**config.mk**
```make
export PLATFORM = sky130hd
export DESIGN_NAME = deadline_task_queue_unit
export DESIGN_NICKNAME = d
export VERILOG_FILES = /design/src/hw/rtl/dtq_pkg.sv /design/src/hw/rtl/dtq_ram.sv /design/src/hw/rtl/deadline_task_queue_unit.sv
export SDC_FILE = /design/constraint.sdc
export NUM_CORES = 2
export LEC_CHECK = 0
export ABC_CLOCK_PERIOD_IN_PS = 18300
export BUFFER_PORTS_ARGS = -buffer_cell sky130_fd_sc_hd__buf_2
export CORE_UTILIZATION = 45
export DETAILED_ROUTE_END_ITERATION = 12
export MAX_ROUTING_LAYER = met4
export PLACE_DENSITY = 0.62
export SLEW_MARGIN = 20
export SYNTH_ARGS = -nofsm -noshare
export SYNTH_HDL_FRONTEND = slang
export SYNTH_SLANG_ARGS = --single-unit
```
**constraint.sdc**
```tcl
create_clock -name clk -period 18.3 [get_ports clk]
set_input_delay 0.915 -clock clk [delete_from_list [all_inputs] [get_ports clk]]
set_output_delay 0.915 -clock clk [all_outputs]
set_load 0.005 [all_outputs]
```
**src/hw/rtl/dtq_pkg.sv**
```systemverilog
// ----------------------------------------------------------------------------
// Deadline task queue package
// Shared types, codes and constants for the deadline task queue and its RAM.
// ----------------------------------------------------------------------------
`default_nettype none

package dtq_pkg;

	// Default number of task slots.
	localparam int CAPACITY = 16;

	// Field widths fixed by the item formats.
	localparam int TIME_W  = 48;
	localparam int DELAY_W = 32;
	localparam int HND_W   = 8;
	localparam int ARG_W   = 32;
	localparam int SLOT_W  = 4;
	localparam int KIND_W  = 3;
	localparam int LIMIT_W = 5;

	// Operation codes carried in the mode field.
	localparam logic [1:0] MODE_SCHEDULE = 2'd0;
	localparam logic [1:0] MODE_CANCEL   = 2'd1;
	localparam logic [1:0] MODE_EXPIRE   = 2'd2;

	// Result kinds.
	localparam logic [KIND_W-1:0] KIND_SCHEDULED    = 3'd0;
	localparam logic [KIND_W-1:0] KIND_TABLE_FULL   = 3'd1;
	localparam logic [KIND_W-1:0] KIND_CANCELLED    = 3'd2;
	localparam logic [KIND_W-1:0] KIND_CANCEL_EMPTY = 3'd3;
	localparam logic [KIND_W-1:0] KIND_FIRED        = 3'd4;
	localparam logic [KIND_W-1:0] KIND_DONE         = 3'd5;

	// Largest representable time, also the "queue empty" marker.
	localparam logic [TIME_W-1:0] TIME_MAX = {TIME_W{1'b1}};

	// One input item.
	typedef struct packed {
		logic [1:0]         mode;
		logic [TIME_W-1:0]  now_ms;
		logic [DELAY_W-1:0] delay_ms;
		logic [HND_W-1:0]   handler_id;
		logic [ARG_W-1:0]   argument;
		logic [SLOT_W-1:0]  cancel_slot;
	} item_t;

	// One result item.
	typedef struct packed {
		logic [KIND_W-1:0] kind;
		logic [SLOT_W-1:0] slot;
		logic [HND_W-1:0]  fired_handler;
		logic [ARG_W-1:0]  fired_argument;
		logic [TIME_W-1:0] time_to_next;
		logic              last;
	} result_t;

	// One stored task as it sits in the slot RAM.
	typedef struct packed {
		logic [TIME_W-1:0] deadline;
		logic [HND_W-1:0]  handler;
		logic [ARG_W-1:0]  argument;
	} entry_t;

	// Sequencer states.
	typedef enum logic [1:0] {
		ST_IDLE,
		ST_FIND_FREE,
		ST_SCAN,
		ST_DECIDE
	} state_t;

endpackage

`default_nettype wire

```
**src/hw/rtl/dtq_ram.sv**
```systemverilog
// ----------------------------------------------------------------------------
// Deadline task queue RAM
// Generic single-write, single-read RAM with a registered read port.
// ----------------------------------------------------------------------------
`default_nettype none

module dtq_ram #(
	parameter int WIDTH = 8,
	parameter int DEPTH = 16
) (
	input  wire logic                     clk,
	input  wire logic                     we,
	input  wire logic [$clog2(DEPTH)-1:0] waddr,
	input  wire logic [WIDTH-1:0]         wdata,
	input  wire logic                     re,
	input  wire logic [$clog2(DEPTH)-1:0] raddr,
	output logic      [WIDTH-1:0]         rdata
);

	logic [WIDTH-1:0] mem [DEPTH];

	// Write port.
	always_ff @(posedge clk) begin
		if (we) begin
			mem[waddr] <= wdata;
		end
	end

	// Registered read port.
	always_ff @(posedge clk) begin
		if (re) begin
			rdata <= mem[raddr];
		end
	end

endmodule

`default_nettype wire

```
**src/hw/rtl/deadline_task_queue_unit.sv**
```systemverilog
// ----------------------------------------------------------------------------
// Deadline task queue
// Fixed-capacity table of timed tasks with schedule, cancel and expire
// operations; task payloads live in one RAM, occupancy in flip-flops.
// ----------------------------------------------------------------------------
// Usage:
// An operation is transferred on the item port when start is high and busy
// is low. Each result appears on the result port for exactly one cycle with
// result_strobe high; the receiver cannot stall, so every strobe is a
// completed transfer. The final result of an operation has last set.
// Cancel: one result, in the cycle after the transfer; busy never rises.
// Schedule: the free-slot search visits one slot per cycle from slot 0 up;
// the result follows the first free slot, or the last slot if all are full.
// Expire: every search for the earliest deadline streams all CAPACITY
// entries through the RAM read port, one per cycle, then through the read
// pipeline stage to the decision state. An expire that fires k tasks runs
// k+1 searches; each fired result and the closing done result follow a search.
// The expire limit register is written through cfg_valid/cfg_ready and is
// accepted only while the block is idle.
// Reset empties every slot and clears the limit; the RAM needs no clearing
// because entries are only used for occupied slots.
// ----------------------------------------------------------------------------
`default_nettype none

module deadline_task_queue_unit #(
	parameter int CAPACITY = dtq_pkg::CAPACITY
) (
	input  wire logic                           clk,
	input  wire logic                           arst_n,
	input  wire logic                           start,
	output logic                                busy,
	input  wire dtq_pkg::item_t                 item,
	output logic                                result_strobe,
	output dtq_pkg::result_t                    result,
	input  wire logic                           cfg_valid,
	output logic                                cfg_ready,
	input  wire logic [dtq_pkg::LIMIT_W-1:0]    cfg_data
);

	localparam int IDX_W   = $clog2(CAPACITY);
	localparam int CS_W    = (IDX_W > dtq_pkg::SLOT_W) ? IDX_W : dtq_pkg::SLOT_W;
	localparam int ENTRY_W = $bits(dtq_pkg::entry_t);
	localparam logic [IDX_W-1:0] LAST_IDX = IDX_W'(CAPACITY - 1);

	// Control state.
	dtq_pkg::state_t             state_q, state_d;
	logic [CAPACITY-1:0]         valid_q;
	logic [IDX_W-1:0]            scan_idx_q;
	logic                        scan_issue_q;
	logic [dtq_pkg::LIMIT_W-1:0] limit_q;
	logic [dtq_pkg::LIMIT_W-1:0] fired_q;
	logic                        result_strobe_q;
	logic                        best_found_q;

	// Read pipeline stage.
	logic                        rd_valid_s1;
	logic [IDX_W-1:0]            rd_idx_s1;
	logic                        rd_last_s1;

	// Payload registers.
	dtq_pkg::item_t              item_q;
	dtq_pkg::result_t            result_q;
	logic [IDX_W-1:0]            best_idx_q;
	dtq_pkg::entry_t             best_q;

	// RAM ports.
	logic                        ram_we;
	logic [IDX_W-1:0]            ram_waddr;
	dtq_pkg::entry_t             ram_wdata;
	logic                        ram_re;
	logic [ENTRY_W-1:0]          ram_rdata;
	dtq_pkg::entry_t             rd_entry;

	// Decisions from the sequencer.
	logic                        emit;
	dtq_pkg::result_t            result_d;
	logic                        set_valid;
	logic                        clr_valid;
	logic [IDX_W-1:0]            valid_idx;
	logic                        begin_scan;
	logic                        begin_find;
	logic                        fire;
	logic                        take_item;

	// Derived values.
	logic [dtq_pkg::TIME_W:0]    dl_sum;
	logic [dtq_pkg::TIME_W-1:0]  dl_sat;
	logic [CS_W-1:0]             cs_ext;
	logic                        cs_in_range;
	logic [IDX_W-1:0]            cs_idx;
	logic                        limit_hit;
	logic                        overdue;
	logic                        better;

	dtq_ram #(
		.WIDTH(ENTRY_W),
		.DEPTH(CAPACITY)
	) u_slot_ram (
		.clk  (clk),
		.we   (ram_we),
		.waddr(ram_waddr),
		.wdata(ram_wdata),
		.re   (ram_re),
		.raddr(scan_idx_q),
		.rdata(ram_rdata)
	);

	assign rd_entry = dtq_pkg::entry_t'(ram_rdata);

	// Deadline of a new task, held at the largest time on overflow.
	assign dl_sum = {1'b0, item_q.now_ms}
		+ {{(dtq_pkg::TIME_W + 1 - dtq_pkg::DELAY_W){1'b0}}, item_q.delay_ms};
	assign dl_sat = dl_sum[dtq_pkg::TIME_W] ? dtq_pkg::TIME_MAX
		: dl_sum[dtq_pkg::TIME_W-1:0];

	// Cancel handle, checked against the table size.
	assign cs_ext      = CS_W'(item.cancel_slot);
	assign cs_in_range = (CS_W + 1)'(cs_ext) < (CS_W + 1)'(CAPACITY);
	assign cs_idx      = cs_ext[IDX_W-1:0];

	assign limit_hit = (limit_q != '0) && (fired_q == limit_q);
	assign overdue   = item_q.now_ms > best_q.deadline;

	// A valid entry replaces the best so far only when strictly earlier,
	// so the lower index wins ties.
	assign better = valid_q[rd_idx_s1]
		&& (!best_found_q || (rd_entry.deadline < best_q.deadline));

	assign ram_re    = (state_q == dtq_pkg::ST_SCAN) && scan_issue_q;
	assign ram_waddr = scan_idx_q;
	assign ram_wdata = '{deadline: dl_sat, handler: item_q.handler_id,
		argument: item_q.argument};

	// State register.
	always_ff @(posedge clk or negedge arst_n) begin
		if (!arst_n) begin
			state_q <= dtq_pkg::ST_IDLE;
		end else begin
			state_q <= state_d;
		end
	end

	// Next state and sequencer outputs.
	always_comb begin
		state_d    = state_q;
		emit       = 1'b0;
		result_d   = '0;
		set_valid  = 1'b0;
		clr_valid  = 1'b0;
		valid_idx  = scan_idx_q;
		begin_scan = 1'b0;
		begin_find = 1'b0;
		fire       = 1'b0;
		take_item  = 1'b0;
		ram_we     = 1'b0;
		unique case (state_q)
			dtq_pkg::ST_IDLE: begin
				if (start) begin
					take_item = 1'b1;
					case (item.mode)
						dtq_pkg::MODE_SCHEDULE: begin
							begin_find = 1'b1;
							state_d    = dtq_pkg::ST_FIND_FREE;
						end
						dtq_pkg::MODE_CANCEL: begin
							emit          = 1'b1;
							result_d.slot = item.cancel_slot;
							result_d.last = 1'b1;
							valid_idx     = cs_idx;
							if (cs_in_range && valid_q[cs_idx]) begin
								clr_valid     = 1'b1;
								result_d.kind = dtq_pkg::KIND_CANCELLED;
							end else begin
								result_d.kind = dtq_pkg::KIND_CANCEL_EMPTY;
							end
						end
						dtq_pkg::MODE_EXPIRE: begin
							begin_scan = 1'b1;
							state_d    = dtq_pkg::ST_SCAN;
						end
						default: begin
							state_d = dtq_pkg::ST_IDLE;
						end
					endcase
				end
			end
			dtq_pkg::ST_FIND_FREE: begin
				if (!valid_q[scan_idx_q]) begin
					ram_we        = 1'b1;
					set_valid     = 1'b1;
					emit          = 1'b1;
					result_d.kind = dtq_pkg::KIND_SCHEDULED;
					result_d.slot = dtq_pkg::SLOT_W'(scan_idx_q);
					result_d.last = 1'b1;
					state_d       = dtq_pkg::ST_IDLE;
				end else if (scan_idx_q == LAST_IDX) begin
					emit          = 1'b1;
					result_d.kind = dtq_pkg::KIND_TABLE_FULL;
					result_d.last = 1'b1;
					state_d       = dtq_pkg::ST_IDLE;
				end
			end
			dtq_pkg::ST_SCAN: begin
				if (rd_valid_s1 && rd_last_s1) begin
					state_d = dtq_pkg::ST_DECIDE;
				end
			end
			dtq_pkg::ST_DECIDE: begin
				if (!limit_hit && best_found_q && overdue) begin
					// Fire the earliest task, then search again.
					fire                    = 1'b1;
					clr_valid               = 1'b1;
					valid_idx               = best_idx_q;
					emit                    = 1'b1;
					result_d.kind           = dtq_pkg::KIND_FIRED;
					result_d.slot           = dtq_pkg::SLOT_W'(best_idx_q);
					result_d.fired_handler  = best_q.handler;
					result_d.fired_argument = best_q.argument;
					begin_scan              = 1'b1;
					state_d                 = dtq_pkg::ST_SCAN;
				end else begin
					emit          = 1'b1;
					result_d.kind = dtq_pkg::KIND_DONE;
					result_d.last = 1'b1;
					if (!best_found_q) begin
						result_d.time_to_next = dtq_pkg::TIME_MAX;
					end else if (overdue) begin
						result_d.time_to_next = '0;
					end else begin
						result_d.time_to_next = best_q.deadline - item_q.now_ms;
					end
					state_d = dtq_pkg::ST_IDLE;
				end
			end
			default: begin
				state_d = dtq_pkg::ST_IDLE;
			end
		endcase
	end

	// Occupancy, scan counter, read valid, limit, fired count and result strobe.
	always_ff @(posedge clk or negedge arst_n) begin
		if (!arst_n) begin
			valid_q         <= '0;
			scan_idx_q      <= '0;
			scan_issue_q    <= 1'b0;
			limit_q         <= '0;
			fired_q         <= '0;
			result_strobe_q <= 1'b0;
			best_found_q    <= 1'b0;
			rd_valid_s1     <= 1'b0;
		end else begin
			result_strobe_q <= emit;
			if (cfg_valid && cfg_ready) begin
				limit_q <= cfg_data;
			end
			if (set_valid) begin
				valid_q[valid_idx] <= 1'b1;
			end
			if (clr_valid) begin
				valid_q[valid_idx] <= 1'b0;
			end
			if (take_item) begin
				fired_q <= '0;
			end else if (fire) begin
				fired_q <= fired_q + 1'b1;
			end
			// Read pipeline: while a scan issues reads, one entry leaves the RAM each cycle.
			rd_valid_s1 <= ram_re;
			if (begin_scan || begin_find) begin
				scan_idx_q   <= '0;
				scan_issue_q <= begin_scan;
				best_found_q <= 1'b0;
			end else begin
				if ((state_q == dtq_pkg::ST_FIND_FREE) && (scan_idx_q != LAST_IDX)) begin
					scan_idx_q <= scan_idx_q + 1'b1;
				end
				if (ram_re) begin
					if (scan_idx_q == LAST_IDX) begin
						scan_issue_q <= 1'b0;
					end else begin
						scan_idx_q <= scan_idx_q + 1'b1;
					end
				end
				if (rd_valid_s1 && better) begin
					best_found_q <= 1'b1;
				end
			end
		end
	end

	// Payload registers.
	always_ff @(posedge clk) begin
		if (take_item) begin
			item_q <= item;
		end
		if (emit) begin
			result_q <= result_d;
		end
		if (ram_re) begin
			rd_idx_s1  <= scan_idx_q;
			rd_last_s1 <= (scan_idx_q == LAST_IDX);
		end
		if (rd_valid_s1 && better) begin
			best_idx_q <= rd_idx_s1;
			best_q     <= rd_entry;
		end
	end

	assign busy          = (state_q != dtq_pkg::ST_IDLE);
	assign cfg_ready     = (state_q == dtq_pkg::ST_IDLE);
	assign result_strobe = result_strobe_q;
	assign result        = result_q;

endmodule

`default_nettype wire

```
Word level (Yosys, flattened, before mapping) --
Memories as Yosys holds them, arrays and structs flattened. A register that Yosys moved wholly into a read port is not among the register bits. Cells that the tools add are included.
Storage, ports and cells: output and inout port bits 99, bits in writable memories 1408, memories kept 1, logic and storage cells 148, input port bits 135, register bits 349
Memories:
- u_slot_ram.mem | words 16, bits a word 88, read ports 1, clocked after memory_dff 1, wr ports 1, RTL line dtq_ram.sv:20 | logic [WIDTH-1:0] mem [DEPTH];
Cells by class: $lt $le $gt $ge 7, bitwise operators 4, mux-type cells 69, equal/unequal tests 12, reductions and logical operators 26, add/sub/neg operators 4
Operators with widths (count):
- two-way mux 48 bit | 3
- adder 48 x 32 -> 49 bit | 1
- greater-than comparator 48 bit | 1
- less-than comparator 48 bit | 1
- subtractor 48 bit | 1
- two-way mux 44 bit | 1
- two-way mux 1 bit | 34
- two-way mux 16 bit | 2
- two-way mux 4 bit | 8
- one-hot mux 7 bit (3 select lines) | 1
- less-than comparator 4 x 5 -> 1 bit (second input constant) | 4
- bitwise AND 16 bit | 1
- inverter 16 bit | 1
- bitwise OR 16 bit | 1
- binary-select mux 1 bit (select 4 bit) | 3
- two-way mux 6 bit | 2
- logical AND 1 bit | 10
- two-way mux 2 bit | 5
- two-way mux 5 bit | 2
- nonzero test 2 bit | 5
- one-hot mux 2 bit (4 select lines) | 1
- one-hot mux 4 bit (2 select lines) | 1
- equality test 2 bit (second input constant) | 3
- one-hot mux 1 bit (3 select lines) | 2
- other kinds (21) | 28

Logic depth before layout (Yosys ltp) --
depth in word-level cells 15, mapped depth 16, gate-level depth less buffers 15

By module --
From an unflattened synthesis, not the netlist that was laid out.
Second synthesis, totals: cells, all modules 3862, area, all modules 73823.3 um^2
Modules (own cells, without submodules):
- dtq_ram | instances 1, cells each 2256, seq. area each 44923.1 um^2, area an instance 55239.2 um^2
- deadline_task_queue_unit | instances 1, cells each 1606, seq. area each 10299.9 um^2, area an instance 18584.1 um^2

Worst setup path after synthesis --
Ideal clock, no wire load.
path type input -> register, start point input port start, end point register result_strobe_q, in the netlist result_strobe, setup time 0.615 ns, path slack 7.823 ns, stages 6, data required time 17.685 ns, arrival time 9.862 ns, cell sequence and2_1 -> clkbuf_1 -> and2_1 -> clkbuf_1 -> a21oi_1 -> a21oi_1
On the way: word-level cells in the longest chain between the ends 2
RTL lines:
- start, declared | RTL line deadline_task_queue_unit.sv:30 | input wire logic start,
- two-way mux 1 bit | RTL line deadline_task_queue_unit.sv:158 | if (start) begin
- one-hot mux 1 bit (3 select lines) | RTL line deadline_task_queue_unit.sv:156 | unique case (state_q)
- net emit | RTL line deadline_task_queue_unit.sv:75 | logic emit;
- end signal, assigned | RTL line deadline_task_queue_unit.sv:253 | result_strobe_q <= emit;
- end, declared | RTL line deadline_task_queue_unit.sv:52 | logic result_strobe_q;
The timed path passes the listed nets, and every way through them passes these cells. A chain may end at the register's enable or synchronous reset.

Worst setup path after layout --
start point register item_q[76] (netlist bit), end point memory u_slot_ram.mem[8][79] (netlist bit), data pin
On the way: word-level cells in the longest chain between the ends 2
RTL lines:
- start, declared | RTL line deadline_task_queue_unit.sv:61 | dtq_pkg::item_t item_q;
- start signal, assigned | RTL line deadline_task_queue_unit.sv:295 | item_q <= item;
- adder 48 x 32 -> 49 bit | RTL line deadline_task_queue_unit.sv:112 | + {{(dtq_pkg::TIME_W + 1 - dtq_pkg::DELAY_W){1'b0}}, item_q.delay_ms};
- two-way mux 48 bit | RTL line deadline_task_queue_unit.sv:113 | assign dl_sat = dl_sum[dtq_pkg::TIME_W] ? dtq_pkg::TIME_MAX
- net dl_sat (one bit) | RTL line deadline_task_queue_unit.sv:87 | logic [dtq_pkg::TIME_W-1:0] dl_sat;
- end, declared | RTL line dtq_ram.sv:20
The timed path passes the listed nets, and every way through them passes these cells.

==> flow_summary.ini <==
[outcome]
status = completed

[cts]
cts_hold_buf = 0
cts_setup_buffers = 0
cts.sinks = 1845
cts_tree = yes
clk-insertion-delay-late_ns = 0.83
clkTransAtPathRegs_ns = 0.06
clock_path_buffers = 3
numCtsBuffers = 186
cts_root_buffer = clkbuf_16
cts_resized = 0
htreeDepth = 4

[global_route]
grt_pass1_vias = 36600
antenna_found_initial = 7
grt_overflow = 0
gr-usage-all-layers = 0.220
grt_max_degree = 89
grt_pass1_wl_um = 254000

[place]
place_hpwl_um = 99200
gp_congestion = 0.857
dp_slack_ns = 12.80
port_buffers = 233

[setup_path]
startpoint_type = flop
cpPeakStageDelay_ns = 0.81
worstSetupPathType = flop to flop
cp_slowest_cell = a21boi_1
crit_arrival_ns = 6.03
cp_cell_sequence = ha_1, inv_1, fa_1, nor2b_1, o21a_1, o21a_1, o211a_1, o21ai_1, a211oi_1, o21ba_2, nor2b_1, nand4_1, buf_4, nor3b_1, a21boi_1
cp.required_ns = 18.77
cp_max_fo = 40
critPathCaptureType = flop

[floorplan]
dieArea_um2 = 166000
die_h_um = 407
std_cell_rows = 148
core-area_um2 = 163000
initial_core_util = 0.454
io_pins = 234
fp.dieW_um = 407

[logic_synthesis]
syn_nets = 3911
synth_top_cell_area_share = 0.736
ys_async_sr_fraction = 0.0195
synth-simple-area-share = 0.0300
syn_area_per_cell_um2 = 20.3
syn_area_um2 = 73800
synthDistinctLibCells = 72
synth-compound-area-share = 0.0345
synth_top_family_by_area = multiplexers
ys_seq_area_frac = 0.748
ys_warn_count = 0
yosysTopAreaCell = edfxtp_1
ys_ff_latch = 1845
syn_inst = 3637
synthAdderAreaFrac = 0.0238
synth-edff-count = 1809
synth.area.mux_share = 0.141
synthTopCellsByArea = edfxtp_1 (74%), mux4_2 (14%), ha_1 (2.3%)
synthXorXnorAreaFrac = 0.00913
synthFlopType = edfxtp_1

[power_and_ir_drop]
leakage_uw = 0.0280
powerDensity_nw_per_um2 = 155
p_sw_uw = 3830
combinationalPowerShare = 0.255
p_int_uw = 9150
ir_drop_mv = 0.0877
p_seq_frac = 0.456
clkPwrFrac = 0.289
swShare = 0.295

[routing]
routedWlPerCell_um = 27.8
vias = 36300
drc = 0
drtAntennaViolNets = 0
drt_iter0_markers = 3586
totalWireLength_um = 175000
routed_via_density = 5.77
drt_first_pass_iters = 7

[timing]
min_period_over_period = 0.304
max_slew_margin = 0.229
finClkSkew_ns = 0.0308
setup_violations = 0
min_period_ns = 5.56
clock.fmax_mhz = 180
rsz0062_at_grt = no
finalMaxSlewViolations = 0
layout_setup_ws_ns = 12.74
tightest_slew_ns = 1.16
finalHoldViolCount = 0
timing.setup.tns_ns = 0

[finish]
seq_area_um2 = 55200
nets = 4240
drive_above_1_share = 0.263
synthToLayoutAreaGrowth_pct = 13.4
multi_input_area_um2 = 17700
fillers = 12800

[worst_hold_path]
hp-class = input port to async pin

[flow_run]
max_cap_violations = 0
-- routing by layer --
| layer | up-vias | track usage | share of wire | routed length, um |
|---|---|---|---|---|
| met5 | - | - | 0 | 0 |
| met4 | 0 | 0.0460 | 0.017 | 3060 |
| met3 | 211 | 0.0350 | 0.063 | 11100 |
| met2 | 1204 | 0.339 | 0.48 | 83800 |
| met1 | 19300 | 0.312 | 0.44 | 77200 |
| li1 | 15600 | - | - | - |
-- per-stage QoR --
stage	power (uW)	std cells	hold WS (ns)	instance area (um^2)	utilization
after global placement	9300	5953	0.400	77700	0.477
after CTS	13100	6298	0.167	83700	0.515
after floorplan	8170	3637	0.400	73800	-
final	13000	6300	0.213	83800	0.515
after detailed placement	9340	5953	0.405	77700	0.477
after global routing	13500	6299	0.225	83800	0.515
-- registers in the layout (all words and copies together), names as in the netlist, 5 cells and up --
signal / cells
u_slot_ram.mem: 1408
best_q: 88
fired_q: 5
valid_q: 16
result: 96
u_slot_ram.rdata: 88
item_q: 120
limit_q: 5
-- worst max-delay path: cells and delay by family (launching register included) --
kind            cells  cell delay (ns)
fa+ha+maj           2             0.56
compound gates      7             2.43
flops               1             0.38
buf+inv             2             0.49
simple gates        4             1.32
-- synthesized netlist by cell type, types with 4 or more instances --
library cell / count
edfxtp_1: 1809
mux4_2: 455
a21oi_1: 162
ha_1: 137
inv_1: 117
nand2_1: 117
clkbuf_1: 109
o21ai_0: 75
a21o_1: 70
nor2_1: 66
and3_1: 57
xnor2_1: 42
buf_1: 36
dfrtp_1: 36
xor2_1: 35
and2_1: 31
nor2b_1: 26
nand3_1: 25
nand4_1: 24
nand2b_1: 22
nor3_1: 20
o21a_1: 17
a31oi_1: 14
mux2_2: 11
o211ai_1: 10
o21ai_1: 9
buf_2: 8
a211oi_1: 7
and4_1: 6
nor3b_1: 6
nor4_1: 5
nor3b_2: 4
o31ai_1: 4
or3_1: 4
-- path summary, 6_finish.rpt --
kind,from,endpoint,slack (ns),cells past startpoint
setup / recovery,item_q[76],u_slot_ram.mem[8][79],12.74,15
hold / removal,arst_n,state_q[0],0.21,1
setup reg to reg,item_q[76],u_slot_ram.mem[8][79],12.74,15
hold reg to reg,u_slot_ram.rdata[26],best_q[26],0.41,0
max in group asynchronous,arst_n,ram_waddr[0],17.44,1
min in group clk,item[96],item_q[96],0.27,1
-- cell usage in the layout (no fill, tap or decap), types with 11 or more instances in the layout --
cell type	Yosys	routed
and2_1	31	13
nand2_1	117	117
nand2b_1	22	22
mux2_2	11	11
and3_1	57	57
clkbuf_16	0	190
a31oi_1	14	13
and2_4	0	17
o21a_1	17	17
buf_2	8	233
a21oi_1	162	159
mux4_2	455	455
a21o_1	70	70
xor2_1	35	35
o21ai_0	75	74
clkinv_1	0	44
nor2b_1	26	26
edfxtp_1	1809	1809
bufinv_16	0	17
dfrtp_1	36	32
buf_4	2	63
nor3_1	20	20
xnor2_1	42	42
nand4_1	24	24
clkbuf_1	109	28
nand3_1	25	25
nor2_1	66	65
ha_1	137	137
clkinv_2	0	42
inv_1	117	117
-- logic make-up after synthesis --
logic type                 after synthesis
AOI/OAI and AO/OA                      412
and+or+nand+nor                        423
xor gates and xnor gates                77
buffers and inverters                  273
DFF                                   1845
muxes                                  468
adders and majority gates              139
-- area by class of cell --
| type | count | area share |
|---|---|---|
| diodes | 2 | 0.0000598 |
| clock inverters | 127 | 0.0140 |
| well taps | 2175 | 0.0325 |
| flip-flops and latches | 1845 | 0.659 |
| clock buffers | 218 | 0.0580 |
| repair buffers | 297 | 0.0198 |
| multi-input cells | 1519 | 0.211 |
| inverters | 117 | 0.00524 |
-- power by group through the flow --
| stage | clock network (uW) | logic, uW | registers [uW] |
|---|---|---|---|
| finish | 3760 | 3310 | 5910 |
| floorplan | 0 | 2280 | 5890 |
| global placement | 0 | 3320 | 5980 |
| detailed placement | 0 | 3340 | 6000 |
| CTS | 3830 | 3360 | 5920 |
| global route | 3980 | 3590 | 5970 |
Note: power is estimated with default switching activity, not from simulation.
